$ cat config.mk
export PLATFORM = sky130hd
export DESIGN_NAME = frame_checksum_command_parser_unit_flat
export DESIGN_NICKNAME = d
export VERILOG_FILES = /design/src/rtl/fcp_pkg.sv /design/src/rtl/fcp_in_if.sv /design/src/rtl/fcp_out_if.sv /design/src/rtl/fcp_cfg_if.sv /design/src/rtl/fcp_front.sv /design/src/rtl/fcp_queue.sv /design/src/rtl/fcp_back.sv /design/src/rtl/frame_checksum_command_parser_unit.sv /design/src/flat_wrapper.sv
export SDC_FILE = /design/constraint.sdc
export NUM_CORES = 1
export LEC_CHECK = 0
export BUFFER_PORTS_ARGS = -buffer_cell sky130_fd_sc_hd__buf_2
export CAP_MARGIN = 40
export CORE_ASPECT_RATIO = 0.9
export CORE_MARGIN = 2
export CORE_UTILIZATION = 40
export CTS_CLUSTER_DIAMETER = 200
export DETAILED_ROUTE_END_ITERATION = 10
export GPL_TIMING_DRIVEN = 1
export PLACE_DENSITY = 0.61
export SLEW_MARGIN = 25
export SYNTH_ARGS = -nofsm -noshare
export SYNTH_HDL_FRONTEND = slang
export SYNTH_SLANG_ARGS = --single-unit
$ cat constraint.sdc
create_clock -name clk -period 9.7 [get_ports clk]
set_input_delay 0.485 -clock clk [delete_from_list [all_inputs] [get_ports clk]]
set_output_delay 0.485 -clock clk [all_outputs]
set_load 0.005 [all_outputs]
$ cat src/rtl/fcp_pkg.sv
`timescale 1ns / 1ps
// ----------------------------------------------------------------------------
// fcp_pkg
// Shared constants and types for the frame checksum command parser.
// ----------------------------------------------------------------------------
package fcp_pkg;

    localparam logic [15:0] HEADER_MAGIC   = 16'hCCDD;
    localparam logic [7:0]  TYPE_HEARTBEAT = 8'h01;
    localparam logic [7:0]  TYPE_COMMAND   = 8'h02;
    localparam logic [15:0] MIN_LEN_ANY    = 16'd6;
    localparam logic [15:0] MIN_LEN_TYPED  = 16'd9;
    localparam logic [15:0] MAX_FRAME_LEN  = 16'd2048;

    // byte positions inside a frame
    localparam logic [15:0] POS_HDR_HI  = 16'd0;
    localparam logic [15:0] POS_HDR_LO  = 16'd1;
    localparam logic [15:0] POS_LEN_HI  = 16'd2;
    localparam logic [15:0] POS_LEN_LO  = 16'd3;
    localparam logic [15:0] POS_TYPE    = 16'd4;
    localparam logic [15:0] POS_PAY0    = 16'd5;
    localparam logic [15:0] POS_PAY1    = 16'd6;
    localparam logic [15:0] POS_PAY2    = 16'd7;

    // frame status codes
    localparam logic [2:0] ST_HEARTBEAT    = 3'd0;
    localparam logic [2:0] ST_CMD_STORED   = 3'd1;
    localparam logic [2:0] ST_CMD_IGNORED  = 3'd2;
    localparam logic [2:0] ST_OTHER_TYPE   = 3'd3;
    localparam logic [2:0] ST_BAD_HEADER   = 3'd4;
    localparam logic [2:0] ST_BAD_CHECKSUM = 3'd5;
    localparam logic [2:0] ST_BAD_LENGTH   = 3'd6;

    // one classified frame event; a command frame travels as ST_CMD_STORED
    typedef struct packed {
        logic [2:0] status;
        logic [7:0] pay0;
        logic [7:0] pay1;
        logic [7:0] pay2;
    } fcp_event_t;

endpackage

$ cat src/rtl/fcp_in_if.sv
`timescale 1ns / 1ps
// ----------------------------------------------------------------------------
// fcp_in_if
// Byte stream channel into the parser.
// ----------------------------------------------------------------------------
interface fcp_in_if;
    logic       valid;
    logic       ready;
    logic [7:0] data_byte;
    logic       frame_start;

    modport source (output valid, output data_byte, output frame_start, input ready);
    modport sink   (input valid, input data_byte, input frame_start, output ready);
endinterface

$ cat src/rtl/fcp_out_if.sv
`timescale 1ns / 1ps
// ----------------------------------------------------------------------------
// fcp_out_if
// Frame status channel out of the parser.
// ----------------------------------------------------------------------------
interface fcp_out_if;
    logic       valid;
    logic       ready;
    logic [2:0] frame_status;
    logic [7:0] heartbeat_count;
    logic [7:0] main_version;
    logic [7:0] minor_version;
    logic [1:0] run_service_cmd;
    logic [1:0] door_cmd;
    logic [1:0] cc_cmd;
    logic [7:0] cmd_byte_one;
    logic [7:0] cmd_byte_two;

    modport source (
        output valid, output frame_status, output heartbeat_count,
        output main_version, output minor_version, output run_service_cmd,
        output door_cmd, output cc_cmd, output cmd_byte_one, output cmd_byte_two,
        input  ready
    );
    modport sink (
        input  valid, input frame_status, input heartbeat_count,
        input  main_version, input minor_version, input run_service_cmd,
        input  door_cmd, input cc_cmd, input cmd_byte_one, input cmd_byte_two,
        output ready
    );
endinterface

$ cat src/rtl/fcp_cfg_if.sv
`timescale 1ns / 1ps
// ----------------------------------------------------------------------------
// fcp_cfg_if
// Configuration write channel carrying the local mode bit.
// ----------------------------------------------------------------------------
interface fcp_cfg_if;
    logic valid;
    logic ready;
    logic local_mode;

    modport source (output valid, output local_mode, input ready);
    modport sink   (input valid, input local_mode, output ready);
endinterface

$ cat src/rtl/fcp_front.sv
`timescale 1ns / 1ps
// ----------------------------------------------------------------------------
// fcp_front
// Byte parser: tracks position, header, length, type and checksum, and
// pushes one classified event per finished or rejected frame.
// ----------------------------------------------------------------------------
module fcp_front (
    input  logic               clk,
    input  logic               rst_n,
    fcp_in_if.sink             rx,
    output logic               push_valid,
    output fcp_pkg::fcp_event_t push_event,
    input  logic               push_ready
);
    import fcp_pkg::*;

    logic [15:0] pos_reg, pos_next;
    logic        active_reg, active_next;
    logic [7:0]  hdr_hi_reg, hdr_hi_next;
    logic [15:0] len_reg, len_next;
    logic [7:0]  type_reg, type_next;
    logic [7:0]  sum_reg, sum_next;
    logic [7:0]  pay0_reg, pay0_next;
    logic [7:0]  pay1_reg, pay1_next;
    logic [7:0]  pay2_reg, pay2_next;

    logic        xfer;
    logic        act;
    logic [15:0] pos;
    logic [7:0]  sum;
    logic [7:0]  b;
    logic [15:0] len_full;
    logic [2:0]  status;

    assign rx.ready = push_ready;
    assign xfer     = rx.valid && push_ready;
    assign b        = rx.data_byte;

    always_comb
    begin
        pos_next    = pos_reg;
        active_next = active_reg;
        hdr_hi_next = hdr_hi_reg;
        len_next    = len_reg;
        type_next   = type_reg;
        sum_next    = sum_reg;
        pay0_next   = pay0_reg;
        pay1_next   = pay1_reg;
        pay2_next   = pay2_reg;
        push_valid  = 1'b0;
        status      = ST_OTHER_TYPE;

        act      = active_reg || rx.frame_start;
        pos      = rx.frame_start ? 16'd0 : pos_reg;
        sum      = rx.frame_start ? 8'd0 : sum_reg;
        len_full = {len_reg[15:8], b};

        if (xfer && act)
        begin
            active_next = 1'b1;
            pos_next    = pos + 16'd1;
            sum_next    = sum;
            if (pos >= POS_PAY0 && pos == len_reg - 16'd1)
            begin
                // checksum byte closes the frame
                active_next = 1'b0;
                push_valid  = 1'b1;
                if (sum != b)
                    status = ST_BAD_CHECKSUM;
                else if (type_reg == TYPE_HEARTBEAT)
                    status = ST_HEARTBEAT;
                else if (type_reg == TYPE_COMMAND)
                    status = ST_CMD_STORED;
                else
                    status = ST_OTHER_TYPE;
            end
            else
            begin
                sum_next = sum + b;
                unique case (pos)
                    POS_HDR_HI: hdr_hi_next = b;
                    POS_HDR_LO:
                    begin
                        if ({hdr_hi_reg, b} != HEADER_MAGIC)
                        begin
                            active_next = 1'b0;
                            push_valid  = 1'b1;
                            status      = ST_BAD_HEADER;
                        end
                    end
                    POS_LEN_HI: len_next = {b, 8'h00};
                    POS_LEN_LO:
                    begin
                        len_next = len_full;
                        if (len_full < MIN_LEN_ANY || len_full > MAX_FRAME_LEN)
                        begin
                            active_next = 1'b0;
                            push_valid  = 1'b1;
                            status      = ST_BAD_LENGTH;
                        end
                    end
                    POS_TYPE:
                    begin
                        type_next = b;
                        if ((b == TYPE_HEARTBEAT || b == TYPE_COMMAND)
                            && len_reg < MIN_LEN_TYPED)
                        begin
                            active_next = 1'b0;
                            push_valid  = 1'b1;
                            status      = ST_BAD_LENGTH;
                        end
                    end
                    POS_PAY0: pay0_next = b;
                    POS_PAY1: pay1_next = b;
                    POS_PAY2: pay2_next = b;
                    default:  ;
                endcase
            end
        end
    end

    assign push_event.status = status;
    assign push_event.pay0   = pay0_reg;
    assign push_event.pay1   = pay1_reg;
    assign push_event.pay2   = pay2_reg;

    always_ff @(posedge clk or negedge rst_n)
    begin
        if (!rst_n)
        begin
            pos_reg    <= 16'd0;
            active_reg <= 1'b0;
            hdr_hi_reg <= 8'd0;
            len_reg    <= 16'd0;
            type_reg   <= 8'd0;
            sum_reg    <= 8'd0;
        end
        else
        begin
            pos_reg    <= pos_next;
            active_reg <= active_next;
            hdr_hi_reg <= hdr_hi_next;
            len_reg    <= len_next;
            type_reg   <= type_next;
            sum_reg    <= sum_next;
        end
    end

    always_ff @(posedge clk)
    begin
        pay0_reg <= pay0_next;
        pay1_reg <= pay1_next;
        pay2_reg <= pay2_next;
    end

endmodule

$ cat src/rtl/fcp_queue.sv
`timescale 1ns / 1ps
// ----------------------------------------------------------------------------
// fcp_queue
// Two-entry event queue between the parser and the executor.
// ----------------------------------------------------------------------------
module fcp_queue (
    input  logic                clk,
    input  logic                rst_n,
    input  logic                push_valid,
    input  fcp_pkg::fcp_event_t push_event,
    output logic                push_ready,
    output logic                pop_valid,
    output fcp_pkg::fcp_event_t pop_event,
    input  logic                pop_ready
);
    import fcp_pkg::*;

    fcp_event_t  mem_reg [2];
    logic        wr_ptr_reg, wr_ptr_next;
    logic        rd_ptr_reg, rd_ptr_next;
    logic [1:0]  count_reg, count_next;
    logic        do_push, do_pop;

    assign push_ready = (count_reg != 2'd2);
    assign pop_valid  = (count_reg != 2'd0);
    assign pop_event  = mem_reg[rd_ptr_reg];
    assign do_push    = push_valid && push_ready;
    assign do_pop     = pop_valid && pop_ready;

    always_comb
    begin
        wr_ptr_next = do_push ? ~wr_ptr_reg : wr_ptr_reg;
        rd_ptr_next = do_pop  ? ~rd_ptr_reg : rd_ptr_reg;
        count_next  = count_reg + {1'b0, do_push} - {1'b0, do_pop};
    end

    always_ff @(posedge clk or negedge rst_n)
    begin
        if (!rst_n)
        begin
            wr_ptr_reg <= 1'b0;
            rd_ptr_reg <= 1'b0;
            count_reg  <= 2'd0;
        end
        else
        begin
            wr_ptr_reg <= wr_ptr_next;
            rd_ptr_reg <= rd_ptr_next;
            count_reg  <= count_next;
        end
    end

    always_ff @(posedge clk)
    begin
        if (do_push)
            mem_reg[wr_ptr_reg] <= push_event;
    end

endmodule

$ cat src/rtl/fcp_back.sv
`timescale 1ns / 1ps
// ----------------------------------------------------------------------------
// fcp_back
// Executor: applies frame events to the host status and command registers
// and presents one status transfer per event.
// ----------------------------------------------------------------------------
module fcp_back (
    input  logic                clk,
    input  logic                rst_n,
    input  logic                pop_valid,
    input  fcp_pkg::fcp_event_t pop_event,
    output logic                pop_ready,
    fcp_cfg_if.sink             cfg,
    fcp_out_if.source           status
);
    import fcp_pkg::*;

    logic       local_mode_reg;
    logic       out_valid_reg, out_valid_next;
    logic [2:0] out_status_reg, out_status_next;
    logic [7:0] hb_reg, hb_next;
    logic [7:0] main_reg, main_next;
    logic [7:0] minor_reg, minor_next;
    logic [1:0] run_reg, run_next;
    logic [1:0] door_reg, door_next;
    logic [1:0] cc_reg, cc_next;
    logic [7:0] cmd1_reg, cmd1_next;
    logic [7:0] cmd2_reg, cmd2_next;
    logic       do_pop;

    assign cfg.ready = 1'b1;
    // stored registers only change on a pop, so they stay steady under a stall
    assign pop_ready = !out_valid_reg || status.ready;
    assign do_pop    = pop_valid && pop_ready;

    always_comb
    begin
        hb_next         = hb_reg;
        main_next       = main_reg;
        minor_next      = minor_reg;
        run_next        = run_reg;
        door_next       = door_reg;
        cc_next         = cc_reg;
        cmd1_next       = cmd1_reg;
        cmd2_next       = cmd2_reg;
        out_status_next = out_status_reg;
        out_valid_next  = out_valid_reg && !status.ready;

        if (do_pop)
        begin
            out_valid_next  = 1'b1;
            out_status_next = pop_event.status;
            if (pop_event.status == ST_HEARTBEAT)
            begin
                hb_next    = pop_event.pay0;
                main_next  = pop_event.pay1;
                minor_next = pop_event.pay2;
            end
            else if (pop_event.status == ST_CMD_STORED)
            begin
                if (local_mode_reg)
                begin
                    run_next  = pop_event.pay0[7:6];
                    door_next = pop_event.pay0[3:2];
                    cc_next   = pop_event.pay0[1:0];
                    cmd1_next = pop_event.pay1;
                    cmd2_next = pop_event.pay2;
                end
                else
                    out_status_next = ST_CMD_IGNORED;
            end
        end
    end

    always_ff @(posedge clk or negedge rst_n)
    begin
        if (!rst_n)
        begin
            local_mode_reg <= 1'b1;
            out_valid_reg  <= 1'b0;
            out_status_reg <= ST_HEARTBEAT;
            hb_reg         <= 8'd0;
            main_reg       <= 8'd0;
            minor_reg      <= 8'd0;
            run_reg        <= 2'd0;
            door_reg       <= 2'd0;
            cc_reg         <= 2'd0;
            cmd1_reg       <= 8'd0;
            cmd2_reg       <= 8'd0;
        end
        else
        begin
            if (cfg.valid)
                local_mode_reg <= cfg.local_mode;
            out_valid_reg  <= out_valid_next;
            out_status_reg <= out_status_next;
            hb_reg         <= hb_next;
            main_reg       <= main_next;
            minor_reg      <= minor_next;
            run_reg        <= run_next;
            door_reg       <= door_next;
            cc_reg         <= cc_next;
            cmd1_reg       <= cmd1_next;
            cmd2_reg       <= cmd2_next;
        end
    end

    assign status.valid           = out_valid_reg;
    assign status.frame_status    = out_status_reg;
    assign status.heartbeat_count = hb_reg;
    assign status.main_version    = main_reg;
    assign status.minor_version   = minor_reg;
    assign status.run_service_cmd = run_reg;
    assign status.door_cmd        = door_reg;
    assign status.cc_cmd          = cc_reg;
    assign status.cmd_byte_one    = cmd1_reg;
    assign status.cmd_byte_two    = cmd2_reg;

endmodule

$ cat src/rtl/frame_checksum_command_parser_unit.sv
`timescale 1ns / 1ps
// ----------------------------------------------------------------------------
// frame_checksum_command_parser_unit
// Datagram parser with header, length and checksum checks that stores host
// heartbeat and command frames and reports one status per frame.
// ----------------------------------------------------------------------------
//  channel  dir  payload                                   transfer
//  rx       in   data_byte, frame_start                    valid && ready
//  status   out  frame_status + stored host/command regs   valid && ready
//  cfg      in   local_mode                                valid && ready
//
//  One byte per cycle sustained; the parser and the running sum each take
//  one byte per clock. Each frame event is registered in the queue, then in the output stage.
//  A two-entry event queue lets the parser keep taking bytes while a status
//  waits on the output; rx stalls only when that queue is full.
//  Reset (rst_n low, asynchronous) idles the parser, clears stored registers
//  and sets local mode.
// ----------------------------------------------------------------------------
module frame_checksum_command_parser_unit (
    input  logic      clk,
    input  logic      rst_n,
    fcp_in_if.sink    rx,
    fcp_out_if.source status,
    fcp_cfg_if.sink   cfg
);
    import fcp_pkg::*;

    logic       push_valid;
    fcp_event_t push_event;
    logic       push_ready;
    logic       pop_valid;
    fcp_event_t pop_event;
    logic       pop_ready;

    fcp_front u_front (
        .clk        (clk),
        .rst_n      (rst_n),
        .rx         (rx),
        .push_valid (push_valid),
        .push_event (push_event),
        .push_ready (push_ready)
    );

    fcp_queue u_queue (
        .clk        (clk),
        .rst_n      (rst_n),
        .push_valid (push_valid),
        .push_event (push_event),
        .push_ready (push_ready),
        .pop_valid  (pop_valid),
        .pop_event  (pop_event),
        .pop_ready  (pop_ready)
    );

    fcp_back u_back (
        .clk       (clk),
        .rst_n     (rst_n),
        .pop_valid (pop_valid),
        .pop_event (pop_event),
        .pop_ready (pop_ready),
        .cfg       (cfg),
        .status    (status)
    );

endmodule
$ cat src/flat_wrapper.sv
// flat-port wrapper written by rule: the top's interface ports become plain ports
module frame_checksum_command_parser_unit_flat import fcp_pkg::*;
  (clk, rst_n, rx_valid, rx_data_byte, rx_frame_start, rx_ready, status_valid, status_frame_status, status_heartbeat_count, status_main_version, status_minor_version, status_run_service_cmd, status_door_cmd, status_cc_cmd, status_cmd_byte_one, status_cmd_byte_two, status_ready, cfg_valid, cfg_local_mode, cfg_ready);
  fcp_in_if rx_i ();
  fcp_out_if status_i ();
  fcp_cfg_if cfg_i ();
  input  logic clk;
  input  logic rst_n;
  input wire logic [$bits(rx_i.valid)-1:0] rx_valid;
  input wire logic [$bits(rx_i.data_byte)-1:0] rx_data_byte;
  input wire logic [$bits(rx_i.frame_start)-1:0] rx_frame_start;
  output wire logic [$bits(rx_i.ready)-1:0] rx_ready;
  output wire logic [$bits(status_i.valid)-1:0] status_valid;
  output wire logic [$bits(status_i.frame_status)-1:0] status_frame_status;
  output wire logic [$bits(status_i.heartbeat_count)-1:0] status_heartbeat_count;
  output wire logic [$bits(status_i.main_version)-1:0] status_main_version;
  output wire logic [$bits(status_i.minor_version)-1:0] status_minor_version;
  output wire logic [$bits(status_i.run_service_cmd)-1:0] status_run_service_cmd;
  output wire logic [$bits(status_i.door_cmd)-1:0] status_door_cmd;
  output wire logic [$bits(status_i.cc_cmd)-1:0] status_cc_cmd;
  output wire logic [$bits(status_i.cmd_byte_one)-1:0] status_cmd_byte_one;
  output wire logic [$bits(status_i.cmd_byte_two)-1:0] status_cmd_byte_two;
  input wire logic [$bits(status_i.ready)-1:0] status_ready;
  input wire logic [$bits(cfg_i.valid)-1:0] cfg_valid;
  input wire logic [$bits(cfg_i.local_mode)-1:0] cfg_local_mode;
  output wire logic [$bits(cfg_i.ready)-1:0] cfg_ready;
  assign rx_i.valid = rx_valid;
  assign rx_i.data_byte = rx_data_byte;
  assign rx_i.frame_start = rx_frame_start;
  assign rx_ready = rx_i.ready;
  assign status_valid = status_i.valid;
  assign status_frame_status = status_i.frame_status;
  assign status_heartbeat_count = status_i.heartbeat_count;
  assign status_main_version = status_i.main_version;
  assign status_minor_version = status_i.minor_version;
  assign status_run_service_cmd = status_i.run_service_cmd;
  assign status_door_cmd = status_i.door_cmd;
  assign status_cc_cmd = status_i.cc_cmd;
  assign status_cmd_byte_one = status_i.cmd_byte_one;
  assign status_cmd_byte_two = status_i.cmd_byte_two;
  assign status_i.ready = status_ready;
  assign cfg_i.valid = cfg_valid;
  assign cfg_i.local_mode = cfg_local_mode;
  assign cfg_ready = cfg_i.ready;
  frame_checksum_command_parser_unit u_core (.clk(clk), .rst_n(rst_n), .rx(rx_i), .status(status_i), .cfg(cfg_i));
endmodule
* Yosys cells after proc, flatten, opt, wreduce, memory -nomap -nowiden
Memories as Yosys holds them, arrays and structs flattened.
Index checks and enable logic that the tools add are counted.
** Cells by class
- Add/subtract/negate cells :: 5
- $lt $le $gt $ge :: 4
- Eq/ne operators :: 16
- Muxes and demuxes :: 30
- Bitwise gates (word level) :: 5
- Reductions and logical operators :: 26
** Operator list (number)
- $eq 16x3->1 const B :: 4
- $eq 16x2->1 const B :: 2
- $pmux 16 s2 :: 1
- $mux 3 :: 9
- $reduce_and 3->1 :: 6
- $add 16x1->16 const B :: 1
- $eq 16x1->1 const B :: 1
- $eq 16x16->1 :: 1
- $eq 8x1->1 const B :: 2
- $eq 8x2->1 const B :: 2
- $ge 16x3->1 const B :: 1
- $gt 16x12->1 const B :: 1
- $logic_not 16->1 :: 1
- $lt 16x3->1 const B :: 1
- $lt 16x4->1 const B :: 1
- $mux 16 :: 1
- $mux 8 :: 2
- $ne 16x16->1 const B :: 1
- $sub 16x1->16 const B :: 1
- $mux 1 :: 12
- $pmux 3 s3 :: 1
- $add 8x8->8 :: 1
- $ne 8x8->1 :: 1
- $reduce_and 4->1 :: 2
- 13 further kinds :: 30
** Word-level totals
- Flip-flop bits (word level) :: 136
- RAM bits :: 54
- Input bits :: 15
- Output and inout port bits :: 52
- Memories kept :: 1
** Memory list
- u_core.u_queue.mem_reg :: depth 2, bits a word 27, rd ports 1, clocked after memory_dff 0, write ports 1, line fcp_queue.sv:18 : fcp_event_t mem_reg [2];

* Depth between registers and ports, before layout
- Depth after elaboration :: 10
- Mapped depth :: 17
- Gate-level depth less buffers :: 14

* Cells and area by module
A second synthesis with hierarchy kept.
** Second synthesis, totals
- Cells, all modules :: 639
- Area, all modules :: 8615.8 um^2
** By module, submodules not included
- fcp_front :: times used 1, cells each 419, area an instance 4399.2 um^2
- fcp_queue :: times used 1, cells each 101, area an instance 2158.3 um^2
- fcp_back :: times used 1, cells each 119, area an instance 2058.2 um^2

* Least setup slack after synthesis
Ideal clock, no wire load.
- Kind :: input to register
- From :: input port rx_frame_start
- To :: memory u_core.u_queue.mem_reg[0][0] (netlist bit) (enable)
- Library setup time :: 411 ps
- Arrival time :: 3759 ps
- Required time :: 9289 ps
- Setup slack :: 5530 ps
- Cell stages on the path :: 13
- Path through :: clkbuf_1 -> clkbuf_1 -> nor2b_1 -> inv_1 -> ha_1 -> nand2b_1 -> a21oi_1 -> nor3_1 -> nand4b_1 -> nor4_4 -> buf_6 -> o21ai_1 -> nor2_1
** On the way
- Longest elaborated chain between the ends :: 8
- Elaborated cells on any way between the ends :: 15
** RTL lines
- start: declaration :: line flat_wrapper.sv:11 : input wire logic [$bits(rx_i.frame_start)-1:0] rx_frame_start;
- $mux 16 :: line fcp_front.sv:54 : pos = rx.frame_start ? 16'd0 : pos_reg;
- $ge 16x3->1 (tied with other cells) :: line fcp_front.sv:63 : if (pos >= POS_PAY0 && pos == len_reg - 16'd1)
- $logic_and 1x1->1 or $pmux 1 s3 (tied branches) :: line fcp_front.sv:63, fcp_front.sv:80
- $mux 1 :: line fcp_front.sv:63
- $mux 1 * :: line fcp_front.sv:58 : if (xfer && act)
- $logic_and 1x1->1 * :: line fcp_queue.sv:27 : assign do_push = push_valid && push_ready;
- $mux 1 * :: line fcp_queue.sv:55 : if (do_push)
- $mux 1 (not written as such) * :: line fcp_queue.sv:56 : mem_reg[wr_ptr_reg] <= push_event;
- end: declaration :: line fcp_queue.sv:18
Mark *: on every way between the ends. The rest lies on a longest branch, timed or not.

* Final worst setup path
- From :: register u_core.u_front.len_reg[0]
- To :: register u_core.u_queue.count_reg[1]
** On the way
- Longest elaborated chain between the ends :: 9
- Elaborated cells on any way between the ends :: 12
** RTL lines
- start: declaration :: line fcp_front.sv:20 : logic [15:0] len_reg, len_next;
- start signal: assignment :: line fcp_front.sv:143 : len_reg <= len_next;
- $lt 16x4->1 :: line fcp_front.sv:106 : && len_reg < MIN_LEN_TYPED)
- $logic_and 1x1->1 :: line fcp_front.sv:106
- $mux 1 :: line fcp_front.sv:105 : if ((b == TYPE_HEARTBEAT || b == TYPE_COMMAND)
- $pmux 1 s3 :: line fcp_front.sv:80 : unique case (pos)
- $mux 1 * :: line fcp_front.sv:63
- $mux 1 * :: line fcp_front.sv:58
- $logic_and 1x1->1 * :: line fcp_queue.sv:27
- $add 2x1->2 * :: line fcp_queue.sv:34 : count_next = count_reg + {1'b0, do_push} - {1'b0, do_pop};
- $sub 2x1->2 * :: line fcp_queue.sv:34
- via u_core.u_queue.count_next[1] :: line fcp_queue.sv:21 : logic [1:0] count_reg, count_next;
- end signal: assignment :: line fcp_queue.sv:49 : count_reg <= count_next;
- end: declaration :: line fcp_queue.sv:21
The timed path passes the listed nets; every way through them passes the cells marked *.
A chain may end at the register's enable or synchronous reset.

==> run metrics <==
status complete, no violations; Reg2Reg Depth 14; Die Width roughly 160 µm; I/O pin count 67; CTS tree built; Vias roughly 5.4k; setup violators final 0; total leakage power around 4 nW; clk_lat worst skew between 0.4 and 0.5 ns; Setup crit end kind flop; syn_area_per_cell 12.19 µm²; FFs w/ async S/R, synth 58.95%; Overall Global Routing Usage 16.58%; share of cells above drive strength 1 between 20 and 25%; Slowest-stage cell, CP or4b_2; global-route wire length before repair approximately 28000 µm; Final Cycle Share 42.22%; port bufs 65; clock slew at reported path FFs 0.08 ns; synth warn 0; CTS H-tree depth 4; Synth Flop Type dfrtp_1; Max stage delay on crit path 0.69 ns; Slew Viols, Final 0; post-synth top area share between 30% and 40%; commonest non-fill, non-tap cell in the layout dfrtp_1; Max Clock Skew 0.01230 ns; final-layout fill cell count 1888; Synth Area in Compound Gates 8.938%; Placed Area 9065 µm²; Vert. Die Dim ~140 µm; simple-gate area share of the yosys netlist 13.36%; Fin Setup TNS 0 ns; Core Area 20710 µm²; Synth Area in XOR/XNOR 4.268%; drt initial violations ~400; unrepaired setup endpoints after global routing false; largest net degree at the start of global routing 49; diodes inserted 0; highest clock rate around 240 MHz; Setup WS post-layout 5.604 ns; Routed Antenna Nets 0; cell accounting for the most synthesized area dfrtp_1; Clock Tree Buf Depth 2; DR DRC count 0; Max-Cap Viols 0; design area 9689 µm²; Core Rows 50; crit path max fanout 11; clock root buffer clkbuf_16; WL final 17410 µm; Setup Buffers After CTS 0; TritonCTS Buffers 17; distinct cell type count of the synthesized netlist 60; Final Critical Period 4.096 ns; largest family of logic cells by synthesized area simple AND/OR/NAND/NOR gates; routed vias/inst roughly 5.2; Adder-Cell Fraction of Synth Area 2.320%; Max VDD drop about 0.11 mV; Largest register FFs 54; fin util 46.79%; hold buffer count at cts 0; sequential area share after synthesis 61.17%; pwr dens 273.1 nW/µm²; mapped cell area 8413 µm²; Min Hold Slack 0.02407 ns; grt total ovfl 0; flop and latch count out of synthesis 190; crit path cell chain inv_1 > ha_1 > or4b_2 > nor3b_2 > a211oi_1 > o31ai_1 > nand2_1 > nor4_4 > o21ai_1 > ha_1 > inv_1 > ha_1 > xnor2_1 > xnor2_1; number of global-route vias before repair 5296; Starting Density between 40% and 50%; DR pass1 iterations 5; Worst setup SP type flop; nets 783; initial antenna violation count 0; Mapped Cells 690; die area 22210 µm²; GPL Wtd Cong 0.8041; Slew headroom 46.48%; Area Overhead vs Synth 15.17%; CTS Sinks 190; EDFF count, synth 78; post-synthesis mux area share 7.763%; Worst Tran Pin Value 0.7969 ns; most used cell, CP ha_1; critical path data required time 10.05 ns; crit path DAT 4.45 ns; final HPWL from detailed placement 12010 µm; CP Class reg -> reg; Area contributors post-synth dfrtp_1 33%, edfxtp_1 28%, mux2_2 3.5%; endpoints failing hold 0; commonest cells after routing, fill and taps aside 111 x dfrtp_1, 78 x edfxtp_1, 64 x buf_2; WL/cell 16.55 µm; Hold Crit Class in -> async; Setup Slack @ Placement 5.395 ns; post-synthesis net count 720; PostCTS Resize Cnt 0
layout make-up:
cell class	instances	area, µm²	share of cell area [%]
sequential	190	5146	53.11
inverter	15	56.30	0.5811
timing repair buffer	74	415.4	4.287
clock inverter	15	191.4	1.976
clock buffer	17	425.4	4.390
multi-input combinational	455	3097	31.96
tap	286	357.8	3.693
metrics by stage:
step	instances	power [mW]
after global placement	1018	1.937
final	1052	2.646
after CTS	1051	2.675
after floorplan	690	1.701
after global routing	1052	2.832
after detailed placement	1019	1.972
cell families after synthesis:
family          count (synthesis)
xor+xnor                       41
buf+inv                        45
simple gates                  213
mux                            59
flops                         190
compound gates                126
fa+ha+maj                      15
other cells                     1
routing by layer:
metal | up-vias | wire (µm) | GRT usage (%)
met5 | - | 0 | 0
met4 | 0 | 212 | 4.394
met3 | 24 | 794 | 4.154
met2 | 144 | 8108 | 25.95
met1 | 2673 | 8289 | 23.16
li1 | 2597 | - | -
where the power goes:
part | switching, mW | total, mW | leakage, nW | internal [mW]
clock | 0.346 | 0.697 | 0.297 | 0.351
sequential | 0.133 | 1.16 | 2.09 | 1.03
combinational | 0.407 | 0.784 | 1.61 | 0.376
path summary, 6_finish.rpt:
check,startpoint,to,slack (ns)
worst max register to register,u_core.u_front.len_reg[0],u_core.u_queue.count_reg[1],5.60
worst min-delay path,rst_n,u_core.u_back.status.heartbeat_count[2],0.02
min in group clk,cfg_local_mode,u_core.u_back.local_mode_reg,0.28
max in group asynchronous,rst_n,u_core.u_front.type_reg[7],8.62
worst max-delay path,u_core.u_front.len_reg[0],u_core.u_queue.count_reg[1],5.60
worst min register to register,u_core.u_front.pay2_reg[4],u_core.u_queue.mem_reg[1][4],0.45
cell usage after synthesis (18+ instances only):
library cell  instances
clkbuf_1             24
dfrtp_1             111
o21ai_0              49
edfxtp_1             78
mux2_2               26
nand2_1              60
nand3_1              18
xnor2_1              31
a21oi_1              36
nor2b_1              19
mux2i_1              27
nor2_1               41
critical path: cells and delay by family (launching register included):
kind                       cells  cell delay, ns
DFF                            1            0.44
and+or+nand+nor                4            1.74
buffers and inverters          2            0.12
AOI/OAI and AO/OA              3            0.66
xor gates and xnor gates       2            0.31
adders and majority gates      3            0.74
Power figures use the tool's default switching activity.
